===== src/hdl/msr_pkg.sv =====
// Shared types, constants and CRC helper for the sensor read responder.
`default_nettype none
package msr_pkg;

  localparam int FRAME_BYTES    = 8;
  localparam int IDX_W          = $clog2(FRAME_BYTES);
  localparam int CRC_BYTES      = 6;
  localparam int SAMPLE_W       = 10;
  localparam int AVG_FRAC_BITS  = 16;
  localparam int AVG_W          = SAMPLE_W + AVG_FRAC_BITS;
  localparam int GAIN_W         = 16;
  localparam int GAIN_FRAC_BITS = 16;
  localparam int PROD_W         = GAIN_W + AVG_W;
  localparam int QUEUE_DEPTH    = 4;
  localparam int QPTR_W         = $clog2(QUEUE_DEPTH);
  localparam int PADDR_W        = 4;
  localparam int PDATA_W        = 32;

  localparam logic [15:0] CRC_INIT   = 16'hFFFF;
  localparam logic [15:0] CRC_POLY   = 16'hA001;
  localparam logic [7:0]  FUNC_READ  = 8'h03;
  localparam logic [15:0] WANT_COUNT = 16'h0001;

  localparam logic [7:0]  RST_SLAVE_ADDRESS   = 8'd2;
  localparam logic [15:0] RST_SMOOTHING_GAIN  = 16'd6554;
  localparam logic [7:0]  RST_REGISTER_NUMBER = 8'd0;

  typedef struct packed {
    logic                command;
    logic [SAMPLE_W-1:0] sample;
    logic [7:0]          rx_byte;
  } msr_in_t;

  typedef struct packed {
    logic [7:0] tx_byte;
    logic       last;
  } msr_out_t;

  typedef struct packed {
    logic [7:0]        slave_address;
    logic [GAIN_W-1:0] smoothing_gain;
    logic [7:0]        register_number;
  } msr_cfg_t;

  typedef enum logic [1:0] {
    REG_SLAVE_ADDRESS,
    REG_SMOOTHING_GAIN,
    REG_REGISTER_NUMBER
  } msr_reg_t;

  typedef enum logic {
    ITEM_SAMPLE,
    ITEM_BYTE
  } msr_kind_t;

  typedef struct packed {
    msr_kind_t           kind;
    logic [SAMPLE_W-1:0] data;
  } msr_item_t;

  typedef enum logic [2:0] {
    B_IDLE,
    B_MUL,
    B_UPD,
    B_CRC,
    B_CHECK,
    B_SEND
  } msr_state_t;

  // Fold one byte into a reflected CRC-16.
  function automatic logic [15:0] crc_byte(input logic [15:0] c_in, input logic [7:0] b);
    logic [15:0] c;
    c = c_in ^ {8'h00, b};
    for (int k = 0; k < 8; k++) begin
      if (c[0]) begin
        c = (c >> 1) ^ CRC_POLY;
      end else begin
        c = c >> 1;
      end
    end
    return c;
  endfunction

endpackage
`default_nettype wire


===== src/hdl/msr_cfg.sv =====
// APB-style register file for address, gain and register number.
`default_nettype none
module msr_cfg (
  input  wire logic                          clk,
  input  wire logic                          rst_n,
  input  wire logic                          psel,
  input  wire logic                          penable,
  input  wire logic                          pwrite,
  input  wire logic [msr_pkg::PADDR_W-1:0]   paddr,
  input  wire logic [msr_pkg::PDATA_W-1:0]   pwdata,
  output logic      [msr_pkg::PDATA_W-1:0]   prdata,
  output logic                               pready,
  output msr_pkg::msr_cfg_t                  cfg
);

  msr_pkg::msr_cfg_t cfg_r;
  msr_pkg::msr_cfg_t cfg_nxt;
  msr_pkg::msr_reg_t sel;
  logic              wr;

  assign sel    = msr_pkg::msr_reg_t'(paddr[3:2]);
  assign pready = 1'b1;
  assign wr     = psel & penable & pwrite & pready;
  assign cfg    = cfg_r;

  always_comb begin
    cfg_nxt = cfg_r;
    if (wr) begin
      case (sel)
        msr_pkg::REG_SLAVE_ADDRESS:   cfg_nxt.slave_address   = pwdata[7:0];
        msr_pkg::REG_SMOOTHING_GAIN:  cfg_nxt.smoothing_gain  = pwdata[msr_pkg::GAIN_W-1:0];
        msr_pkg::REG_REGISTER_NUMBER: cfg_nxt.register_number = pwdata[7:0];
        default: ;
      endcase
    end
  end

  always_comb begin
    case (sel)
      msr_pkg::REG_SLAVE_ADDRESS:   prdata = msr_pkg::PDATA_W'(cfg_r.slave_address);
      msr_pkg::REG_SMOOTHING_GAIN:  prdata = msr_pkg::PDATA_W'(cfg_r.smoothing_gain);
      msr_pkg::REG_REGISTER_NUMBER: prdata = msr_pkg::PDATA_W'(cfg_r.register_number);
      default:                      prdata = '0;
    endcase
  end

  always_ff @(posedge clk) begin
    if (!rst_n) begin
      cfg_r.slave_address   <= msr_pkg::RST_SLAVE_ADDRESS;
      cfg_r.smoothing_gain  <= msr_pkg::RST_SMOOTHING_GAIN;
      cfg_r.register_number <= msr_pkg::RST_REGISTER_NUMBER;
    end else begin
      cfg_r <= cfg_nxt;
    end
  end

endmodule
`default_nettype wire


===== src/hdl/msr_front.sv =====
// Input side: accept items and classify them into sample or byte work.
`default_nettype none
module msr_front (
  input  wire logic               push,
  output logic                    full,
  input  wire msr_pkg::msr_in_t   in_data,
  output logic                    q_wr,
  output msr_pkg::msr_item_t      q_item,
  input  wire logic               q_full
);

  assign full = q_full;
  assign q_wr = push & ~q_full;

  // Keep only the field that the command uses.
  always_comb begin
    if (in_data.command) begin
      q_item.kind = msr_pkg::ITEM_BYTE;
      q_item.data = msr_pkg::SAMPLE_W'(in_data.rx_byte);
    end else begin
      q_item.kind = msr_pkg::ITEM_SAMPLE;
      q_item.data = in_data.sample;
    end
  end

endmodule
`default_nettype wire


===== src/hdl/msr_queue.sv =====
// Short work queue between the front and back parts.
`default_nettype none
module msr_queue (
  input  wire logic                clk,
  input  wire logic                rst_n,
  input  wire logic                wr_en,
  input  wire msr_pkg::msr_item_t  wr_item,
  output logic                     full,
  input  wire logic                rd_en,
  output msr_pkg::msr_item_t       rd_item,
  output logic                     empty
);

  msr_pkg::msr_item_t            mem_r [msr_pkg::QUEUE_DEPTH];
  logic [msr_pkg::QPTR_W-1:0]    wr_ptr_r, wr_ptr_nxt;
  logic [msr_pkg::QPTR_W-1:0]    rd_ptr_r, rd_ptr_nxt;
  logic [msr_pkg::QPTR_W:0]      count_r, count_nxt;
  logic                          do_wr, do_rd;

  assign full    = (count_r == (msr_pkg::QPTR_W+1)'(msr_pkg::QUEUE_DEPTH));
  assign empty   = (count_r == '0);
  assign do_wr   = wr_en & ~full;
  assign do_rd   = rd_en & ~empty;
  assign rd_item = mem_r[rd_ptr_r];

  always_comb begin
    wr_ptr_nxt = do_wr ? wr_ptr_r + 1'b1 : wr_ptr_r;
    rd_ptr_nxt = do_rd ? rd_ptr_r + 1'b1 : rd_ptr_r;
    count_nxt  = count_r;
    if (do_wr && !do_rd) begin
      count_nxt = count_r + 1'b1;
    end else if (do_rd && !do_wr) begin
      count_nxt = count_r - 1'b1;
    end
  end

  always_ff @(posedge clk) begin
    if (do_wr) begin
      mem_r[wr_ptr_r] <= wr_item;
    end
  end

  always_ff @(posedge clk) begin
    if (!rst_n) begin
      wr_ptr_r <= '0;
      rd_ptr_r <= '0;
      count_r  <= '0;
    end else begin
      wr_ptr_r <= wr_ptr_nxt;
      rd_ptr_r <= rd_ptr_nxt;
      count_r  <= count_nxt;
    end
  end

endmodule
`default_nettype wire


===== src/hdl/msr_back.sv =====
// Back part: average update, frame gathering, CRC check and reply transmit.
`default_nettype none
module msr_back (
  input  wire logic                clk,
  input  wire logic                rst_n,
  input  wire msr_pkg::msr_cfg_t   cfg,
  input  wire logic                q_empty,
  input  wire msr_pkg::msr_item_t  q_item,
  output logic                     q_rd,
  output logic                     empty,
  input  wire logic                pop,
  output msr_pkg::msr_out_t        out_data
);

  localparam logic [msr_pkg::IDX_W-1:0] LAST_IDX     = msr_pkg::IDX_W'(msr_pkg::FRAME_BYTES-1);
  localparam logic [msr_pkg::IDX_W-1:0] LAST_CRC_IDX = msr_pkg::IDX_W'(msr_pkg::CRC_BYTES-1);
  localparam logic [msr_pkg::AVG_W-1:0] AVG_MAX      = '1;

  msr_pkg::msr_state_t             state_r, state_nxt;
  logic [msr_pkg::AVG_W-1:0]       avg_r, avg_nxt;
  logic [msr_pkg::AVG_W-1:0]       diff_r, diff_nxt;
  logic                            up_r, up_nxt;
  logic [msr_pkg::PROD_W-1:0]      prod_r, prod_nxt;
  logic [7:0]                      frame_r [msr_pkg::FRAME_BYTES];
  logic                            frame_we;
  logic [msr_pkg::IDX_W-1:0]       cnt_r, cnt_nxt;
  logic [msr_pkg::IDX_W-1:0]       idx_r, idx_nxt;
  logic [15:0]                     crc_req_r, crc_req_nxt;
  logic [15:0]                     crc_rep_r, crc_rep_nxt;
  logic                            out_valid_r, out_valid_nxt;
  msr_pkg::msr_out_t               out_r, out_nxt;

  logic [msr_pkg::AVG_W-1:0]       target;
  logic [msr_pkg::AVG_W-1:0]       step;
  logic [msr_pkg::AVG_W:0]         sum;
  logic [msr_pkg::SAMPLE_W-1:0]    avg_int;
  logic [7:0]                      frame_byte;
  logic [7:0]                      rep_byte;
  logic                            slot_free;
  logic                            req_ok;

  assign empty     = ~out_valid_r;
  assign out_data  = out_r;
  assign slot_free = ~out_valid_r | pop;
  assign avg_int   = avg_r[msr_pkg::AVG_FRAC_BITS +: msr_pkg::SAMPLE_W];
  assign target    = {q_item.data, {msr_pkg::AVG_FRAC_BITS{1'b0}}};
  assign step      = prod_r[msr_pkg::GAIN_FRAC_BITS +: msr_pkg::AVG_W];
  assign sum       = {1'b0, avg_r} + {1'b0, step};
  assign frame_byte = frame_r[idx_r];

  // Reply byte at the shared index: header copy, average, then fresh CRC.
  always_comb begin
    case (idx_r)
      3'd4:    rep_byte = 8'(avg_int >> 8);
      3'd5:    rep_byte = avg_int[7:0];
      3'd6:    rep_byte = crc_rep_r[15:8];
      3'd7:    rep_byte = crc_rep_r[7:0];
      default: rep_byte = frame_byte;
    endcase
  end

  assign req_ok = (frame_r[0] == cfg.slave_address) &&
                  (frame_r[1] == msr_pkg::FUNC_READ) &&
                  (frame_r[3] == cfg.register_number) &&
                  (frame_r[5] == msr_pkg::WANT_COUNT[7:0]) &&
                  (frame_r[6] == crc_req_r[15:8]) &&
                  (frame_r[7] == crc_req_r[7:0]);

  always_comb begin
    state_nxt     = state_r;
    avg_nxt       = avg_r;
    diff_nxt      = diff_r;
    up_nxt        = up_r;
    prod_nxt      = prod_r;
    cnt_nxt       = cnt_r;
    idx_nxt       = idx_r;
    crc_req_nxt   = crc_req_r;
    crc_rep_nxt   = crc_rep_r;
    out_valid_nxt = out_valid_r & ~pop;
    out_nxt       = out_r;
    frame_we      = 1'b0;
    q_rd          = 1'b0;
    case (state_r)
      msr_pkg::B_IDLE: begin
        if (!q_empty) begin
          q_rd = 1'b1;
          if (q_item.kind == msr_pkg::ITEM_SAMPLE) begin
            up_nxt    = (target >= avg_r);
            diff_nxt  = (target >= avg_r) ? target - avg_r : avg_r - target;
            state_nxt = msr_pkg::B_MUL;
          end else begin
            frame_we = 1'b1;
            cnt_nxt  = cnt_r + 1'b1;
            if (cnt_r == LAST_IDX) begin
              idx_nxt     = '0;
              crc_req_nxt = msr_pkg::CRC_INIT;
              crc_rep_nxt = msr_pkg::CRC_INIT;
              state_nxt   = msr_pkg::B_CRC;
            end
          end
        end
      end
      msr_pkg::B_MUL: begin
        prod_nxt  = msr_pkg::PROD_W'(cfg.smoothing_gain) * msr_pkg::PROD_W'(diff_r);
        state_nxt = msr_pkg::B_UPD;
      end
      msr_pkg::B_UPD: begin
        if (up_r) begin
          avg_nxt = sum[msr_pkg::AVG_W] ? AVG_MAX : sum[msr_pkg::AVG_W-1:0];
        end else begin
          avg_nxt = (step > avg_r) ? '0 : avg_r - step;
        end
        state_nxt = msr_pkg::B_IDLE;
      end
      msr_pkg::B_CRC: begin
        // Request and reply CRCs advance together, one byte per cycle.
        crc_req_nxt = msr_pkg::crc_byte(crc_req_r, frame_byte);
        crc_rep_nxt = msr_pkg::crc_byte(crc_rep_r, rep_byte);
        idx_nxt     = idx_r + 1'b1;
        if (idx_r == LAST_CRC_IDX) begin
          state_nxt = msr_pkg::B_CHECK;
        end
      end
      msr_pkg::B_CHECK: begin
        idx_nxt   = '0;
        state_nxt = req_ok ? msr_pkg::B_SEND : msr_pkg::B_IDLE;
      end
      msr_pkg::B_SEND: begin
        if (slot_free) begin
          out_valid_nxt   = 1'b1;
          out_nxt.tx_byte = rep_byte;
          out_nxt.last    = (idx_r == LAST_IDX);
          idx_nxt         = idx_r + 1'b1;
          if (idx_r == LAST_IDX) begin
            state_nxt = msr_pkg::B_IDLE;
          end
        end
      end
      default: state_nxt = msr_pkg::B_IDLE;
    endcase
  end

  always_ff @(posedge clk) begin
    if (frame_we) begin
      frame_r[cnt_r] <= q_item.data[7:0];
    end
  end

  always_ff @(posedge clk) begin
    diff_r    <= diff_nxt;
    up_r      <= up_nxt;
    prod_r    <= prod_nxt;
    idx_r     <= idx_nxt;
    crc_req_r <= crc_req_nxt;
    crc_rep_r <= crc_rep_nxt;
    out_r     <= out_nxt;
  end

  always_ff @(posedge clk) begin
    if (!rst_n) begin
      state_r     <= msr_pkg::B_IDLE;
      avg_r       <= '0;
      cnt_r       <= '0;
      out_valid_r <= 1'b0;
    end else begin
      state_r     <= state_nxt;
      avg_r       <= avg_nxt;
      cnt_r       <= cnt_nxt;
      out_valid_r <= out_valid_nxt;
    end
  end

endmodule
`default_nettype wire


===== src/hdl/modbus_sensor_read_responder.sv =====
// Top level of the Modbus sensor read responder.
`default_nettype none
// Modbus RTU read-holding-register responder with a smoothed sensor value.
// Each input transfer is either a 10-bit converter sample (command 0) or one
// received request byte (command 1). Samples update an exponential moving
// average kept as unsigned 10.16 fixed point, step = gain * (sample - avg)
// with the gain in Q0.16, truncated toward zero and saturated. Bytes are
// gathered into 8-byte frames; a frame whose address, function code 3,
// register number, count low byte 1 and CRC-16 (reflected 0xA001, init
// 0xFFFF, compared high byte first) all match is answered with an 8-byte
// reply: request bytes 0-3, the integer part of the average high byte
// first, then a fresh CRC high byte first. Any other frame is dropped
// without output. Flow: a front stage takes transfers into a four-entry
// work queue, so push sees full only when four items wait. The back
// sequencer takes a request byte in its idle state and a sample through
// difference, multiply and update steps; on the eighth byte of a frame it
// runs the CRCs over six bytes, one byte per cycle for the request and
// reply CRCs in parallel, then a check state, then eight reply transfers,
// each paced by pop through a single output register. Configuration
// registers lie at byte addresses 0 (slave address), 4 (gain) and 8
// (register number); write them only while the block is idle.
module modbus_sensor_read_responder (
  input  wire logic                         clk,
  input  wire logic                         rst_n,
  // Input channel
  input  wire logic                         push,
  output logic                              full,
  input  wire msr_pkg::msr_in_t             in_data,
  // Result channel
  output logic                              empty,
  input  wire logic                         pop,
  output msr_pkg::msr_out_t                 out_data,
  // Configuration port
  input  wire logic                         psel,
  input  wire logic                         penable,
  input  wire logic                         pwrite,
  input  wire logic [msr_pkg::PADDR_W-1:0]  paddr,
  input  wire logic [msr_pkg::PDATA_W-1:0]  pwdata,
  output logic      [msr_pkg::PDATA_W-1:0]  prdata,
  output logic                              pready
);

  msr_pkg::msr_cfg_t  cfg;
  msr_pkg::msr_item_t wr_item;
  msr_pkg::msr_item_t rd_item;
  logic               q_wr;
  logic               q_full;
  logic               q_rd;
  logic               q_empty;

  // Hold the three configuration registers.
  msr_cfg u_cfg (
    .clk     (clk),
    .rst_n   (rst_n),
    .psel    (psel),
    .penable (penable),
    .pwrite  (pwrite),
    .paddr   (paddr),
    .pwdata  (pwdata),
    .prdata  (prdata),
    .pready  (pready),
    .cfg     (cfg)
  );

  // Classify each accepted transfer as sample or byte work.
  msr_front u_front (
    .push    (push),
    .full    (full),
    .in_data (in_data),
    .q_wr    (q_wr),
    .q_item  (wr_item),
    .q_full  (q_full)
  );

  // Decouple the input side from the back sequencer.
  msr_queue u_queue (
    .clk     (clk),
    .rst_n   (rst_n),
    .wr_en   (q_wr),
    .wr_item (wr_item),
    .full    (q_full),
    .rd_en   (q_rd),
    .rd_item (rd_item),
    .empty   (q_empty)
  );

  // Average, frame check and reply transmit, in arrival order.
  msr_back u_back (
    .clk      (clk),
    .rst_n    (rst_n),
    .cfg      (cfg),
    .q_empty  (q_empty),
    .q_item   (rd_item),
    .q_rd     (q_rd),
    .empty    (empty),
    .pop      (pop),
    .out_data (out_data)
  );

endmodule
`default_nettype wire

===== config.mk =====
export PLATFORM = sky130hd
export DESIGN_NAME = modbus_sensor_read_responder
export DESIGN_NICKNAME = d
export VERILOG_FILES = /design/src/hdl/msr_pkg.sv /design/src/hdl/msr_cfg.sv /design/src/hdl/msr_front.sv /design/src/hdl/msr_queue.sv /design/src/hdl/msr_back.sv /design/src/hdl/modbus_sensor_read_responder.sv
export SDC_FILE = /design/constraint.sdc
export NUM_CORES = 2
export LEC_CHECK = 0
export ABC_AREA = 0
export ABC_CLOCK_PERIOD_IN_PS = 14800
export BUFFER_PORTS_ARGS = -buffer_cell sky130_fd_sc_hd__buf_2
export CORE_MARGIN = 2
export CORE_UTILIZATION = 60
export CTS_CLUSTER_SIZE = 8
export DETAILED_ROUTE_END_ITERATION = 10
export PLACE_DENSITY = 0.84
export SYNTH_ARGS = -nofsm -noshare
export SYNTH_HDL_FRONTEND = slang
export SYNTH_SLANG_ARGS = --single-unit

===== constraint.sdc =====
create_clock -name clk -period 14.8 [get_ports clk]
set_input_delay 0.74 -clock clk [delete_from_list [all_inputs] [get_ports clk]]
set_output_delay 0.74 -clock clk [all_outputs]
set_load 0.05 [all_outputs]

==> flow_summary.json <==
{
  "status": "finished clean",
  "cts_hold_buf": 0,
  "core-area_um2": 46500,
  "cp_slowest_cell": "dfxtp_1",
  "ys_types": 79,
  "dieArea_um2": 48800,
  "finalCritPeriodShare": 0.562,
  "drcViolationCount": 0,
  "hold_path.class": "in2reg",
  "numPortBuffers": 70,
  "holdPathStages": 3,
  "required_ps": 15110,
  "crit_chain": "and2_1 > fa_1 > inv_1 > fa_1 > fa_1 > inv_1 > fa_1 > fa_1 > inv_1 > fa_1 > inv_1 > ha_1 > o21ai_0 > a21oi_1 > and3_1 > a2111oi_0 > buf_4 > nor4_1 > nor2_1 > o41ai_1 > a31oi_1 > o21bai_1 > xor2_1",
  "setup_viol": 0,
  "die_y_um": 221,
  "cts_buffers": 41,
  "grt_pass1_wl_um": 115000,
  "drtIter0Drc": 2001,
  "syn_inst": 2841,
  "postPlaceCellArea_um2": 28900,
  "dp_hpwl_um": 51400,
  "worstSetupEndpointType": "flip-flop",
  "fin_ws_ps": 6480,
  "pre_cts_slack_ps": 6790,
  "slew_headroom": 0.190,
  "gp_congestion": 0.930,
  "clock_skew_ps": 19.8,
  "ff2ff_path_depth": 23,
  "clockBufferDepth": 3,
  "synth.avg_cell_area_um2": 9.93,
  "io_pins": 106,
  "final.setup.tns_ps": 0,
  "grt_max_degree": 70,
  "ys_ff_latch": 282,
  "rows": 79,
  "wl_per_cell_um": 20.3,
  "vias_per_cell": 5.98,
  "antenna_left": 0,
  "regToRegSetupSlack_ps": 6480,
  "worst_pin_slew_ps": 1210,
  "cp.depth": 23,
  "reg2reg_to": "u_back.prod_r[40]",
  "cp_common_cell": "fa_1",
  "grt_pass1_vias": 22101,
  "fillers": 3336,
  "cap_viol_max_count": 0,
  "path_max_fanout": 28,
  "clock_sinks": 282,
  "syn-cell-area_um2": 28200,
  "fp.dieW_um": 221,
  "period_minus_slack_ps": 8320,
  "htree_num_levels": 2,
  "endpoint": "u_back.prod_r[40]",
  "firstDrtPassIters": 5,
  "routed_wl_um": 70400,
  "hold_slack_ps": 428,
  "area_growth_pct": 6.81,
  "vias": 20773,
  "post_cts_buffers": 0,
  "startpoint": "u_cfg.cfg[12]",
  "synth_edf_count": 205,
  "stdcell_area_um2": 30100,
  "finalMaxSlewViolations": 0,
  "arrival_ps": 8630,
  "antenna_found_initial": 1,
  "start_util": 0.607,
  "crit_path_start_kind": "flip-flop",
  "synthFlopType": "edfxtp_1",
  "r2r_start": "u_cfg.cfg[12]",
  "cts_tree": "done",
  "max_freq_ghz": 0.120,
  "crit_family": "adder cells",
  "ys_warn_count": 0,
  "async_reset_ff_frac": 0,
  "max_stage_delay_ps": 1110,
  "diodes": 0,
  "clk_latency_ps": 560,
  "hold_viol_final": 0,
  "drive_above_1_share": 0.0735,
  "rsz0062_at_grt": "no",
  "root_buffer": "clkbuf_16",
  "path_clk_slew_ps": 50,
  "critPathBufInv": 5,
  "grt_overflow": 0,
  "grt_use_total": 0.293,
  "ys_seq_area_frac": 0.273,
  "nets": 3430,
  "post_cts_resized": 0,
  "worstSetupPathType": "reg2reg"
}
[routing by layer]
layer	GRT usage	part of all wire	up-vias
met5	0	0.00014	-
met4	0.109	0.035	2
met3	0.0408	0.085	220
met2	0.503	0.50	1092
met1	0.380	0.38	10293
li1	-	-	9166
[state kept, by name, summed over array words and instances (netlist names), named ones only]
signal and count:
u_back.frame_r 64, u_queue.mem_r 44, u_cfg.cfg 32, u_back.avg_r 26, u_back.diff_r 26, u_back.prod_r 26
u_back.crc_rep_r 16, u_back.crc_req_r 16, u_back.out_data 9, u_back.cnt_r 3, u_back.idx_r 3, u_back.state_r 3
u_queue.count_r 3, u_queue.rd_ptr_r 2, u_queue.wr_ptr_r 2, u_back.out_valid_r 1, u_back.up_r 1
[worst min-delay path by stage]
stage | from | endpoint
4_1_cts | pwdata[11] | u_cfg.cfg[19]
5_1_grt | pwdata[11] | u_cfg.cfg[19]
3_5_place_dp | u_cfg.cfg[19] | u_cfg.cfg[19]
6_report | pwdata[8] | u_cfg.cfg[16]
2_1_floorplan | u_back.cnt_r[0] | u_back.cnt_r[0]
3_3_place_gp | u_cfg.cfg[18] | u_cfg.cfg[18]
[tightest hold or removal path, cell delays in order]
cell,delay (ps)
buf_2,80
nand2_1,50
nand3_1,70
[area by class of cell]
class                           count  area (µm²)  area share
Tap cell                          607         759      0.0252
Timing Repair Buffer               96         546      0.0181
Sequential cell                   282        7700       0.255
Clock inverter                      5        73.8     0.00245
Clock buffer                       70        1140      0.0380
Multi-Input combinational cell   1953       18200       0.603
Inverter                          463        1740      0.0577
[cell usage in the layout (no fill, tap or decap), types with 33 or more instances in the layout]
master,Yosys,routed
xnor2_1,119,119
nor2_1,59,56
edfxtp_1,205,205
mux2i_1,50,50
fa_1,337,337
o21ai_0,72,72
dfxtp_1,77,77
nand2_1,377,377
inv_1,463,463
nand3_1,33,33
ha_1,194,194
nor2b_1,38,38
and2_1,195,195
a21oi_1,82,82
buf_2,6,70
clkbuf_16,0,41
[synthesized netlist by cell type, drive strengths merged (12+ instances only)]
cell type,number,area [µm²]
buf,30,210
nor2,59,221
nor3,21,105
nor4,12,75.1
o21ai,75,379
mux2,12,139
fa,337,6750
inv,463,1740
nor2b,38,238
or3,17,111
xor2,31,272
edfxtp,205,6160
nand3,33,165
dfxtp,77,1540
a21boi,15,113
a31oi,28,175
ha,194,2430
nand2,377,1420
clkbuf,128,480
xnor2,119,1040
o21bai,21,161
and2,195,1220
nand4,15,93.8
a21o,32,240
o31ai,16,120
mux4,27,608
mux2i,50,500
a21oi,82,410
[cells by family (layout without fill, tap and decap cells)]
| kind of cell | Yosys count | count (layout) | share of synthesized area |
|---|---|---|---|
| XOR/XNOR | 151 | 151 | 0.0474 |
| adder cells (fa/ha/maj) | 531 | 531 | 0.325 |
| AND/OR/NAND/NOR | 803 | 803 | 0.138 |
| flip-flops | 282 | 282 | 0.273 |
| buffers and inverters | 621 | 634 | 0.0861 |
| AO/OA/AOI/OAI | 362 | 362 | 0.0859 |
| other | 2 | 17 | 0.000266 |
| multiplexers | 89 | 89 | 0.0442 |
[stage by stage]
| step | utilization | instances |
|---|---|---|
| detailed placement | 0.622 | 3401 |
| finish | 0.649 | 3476 |
| global placement | 0.622 | 3401 |
| floorplan | - | 2856 |
| global route | 0.649 | 3476 |
| CTS | 0.649 | 3476 |
Power is not shown: default switching activity piles up to over one toggle a cycle in this logic, so the estimate is an artifact.
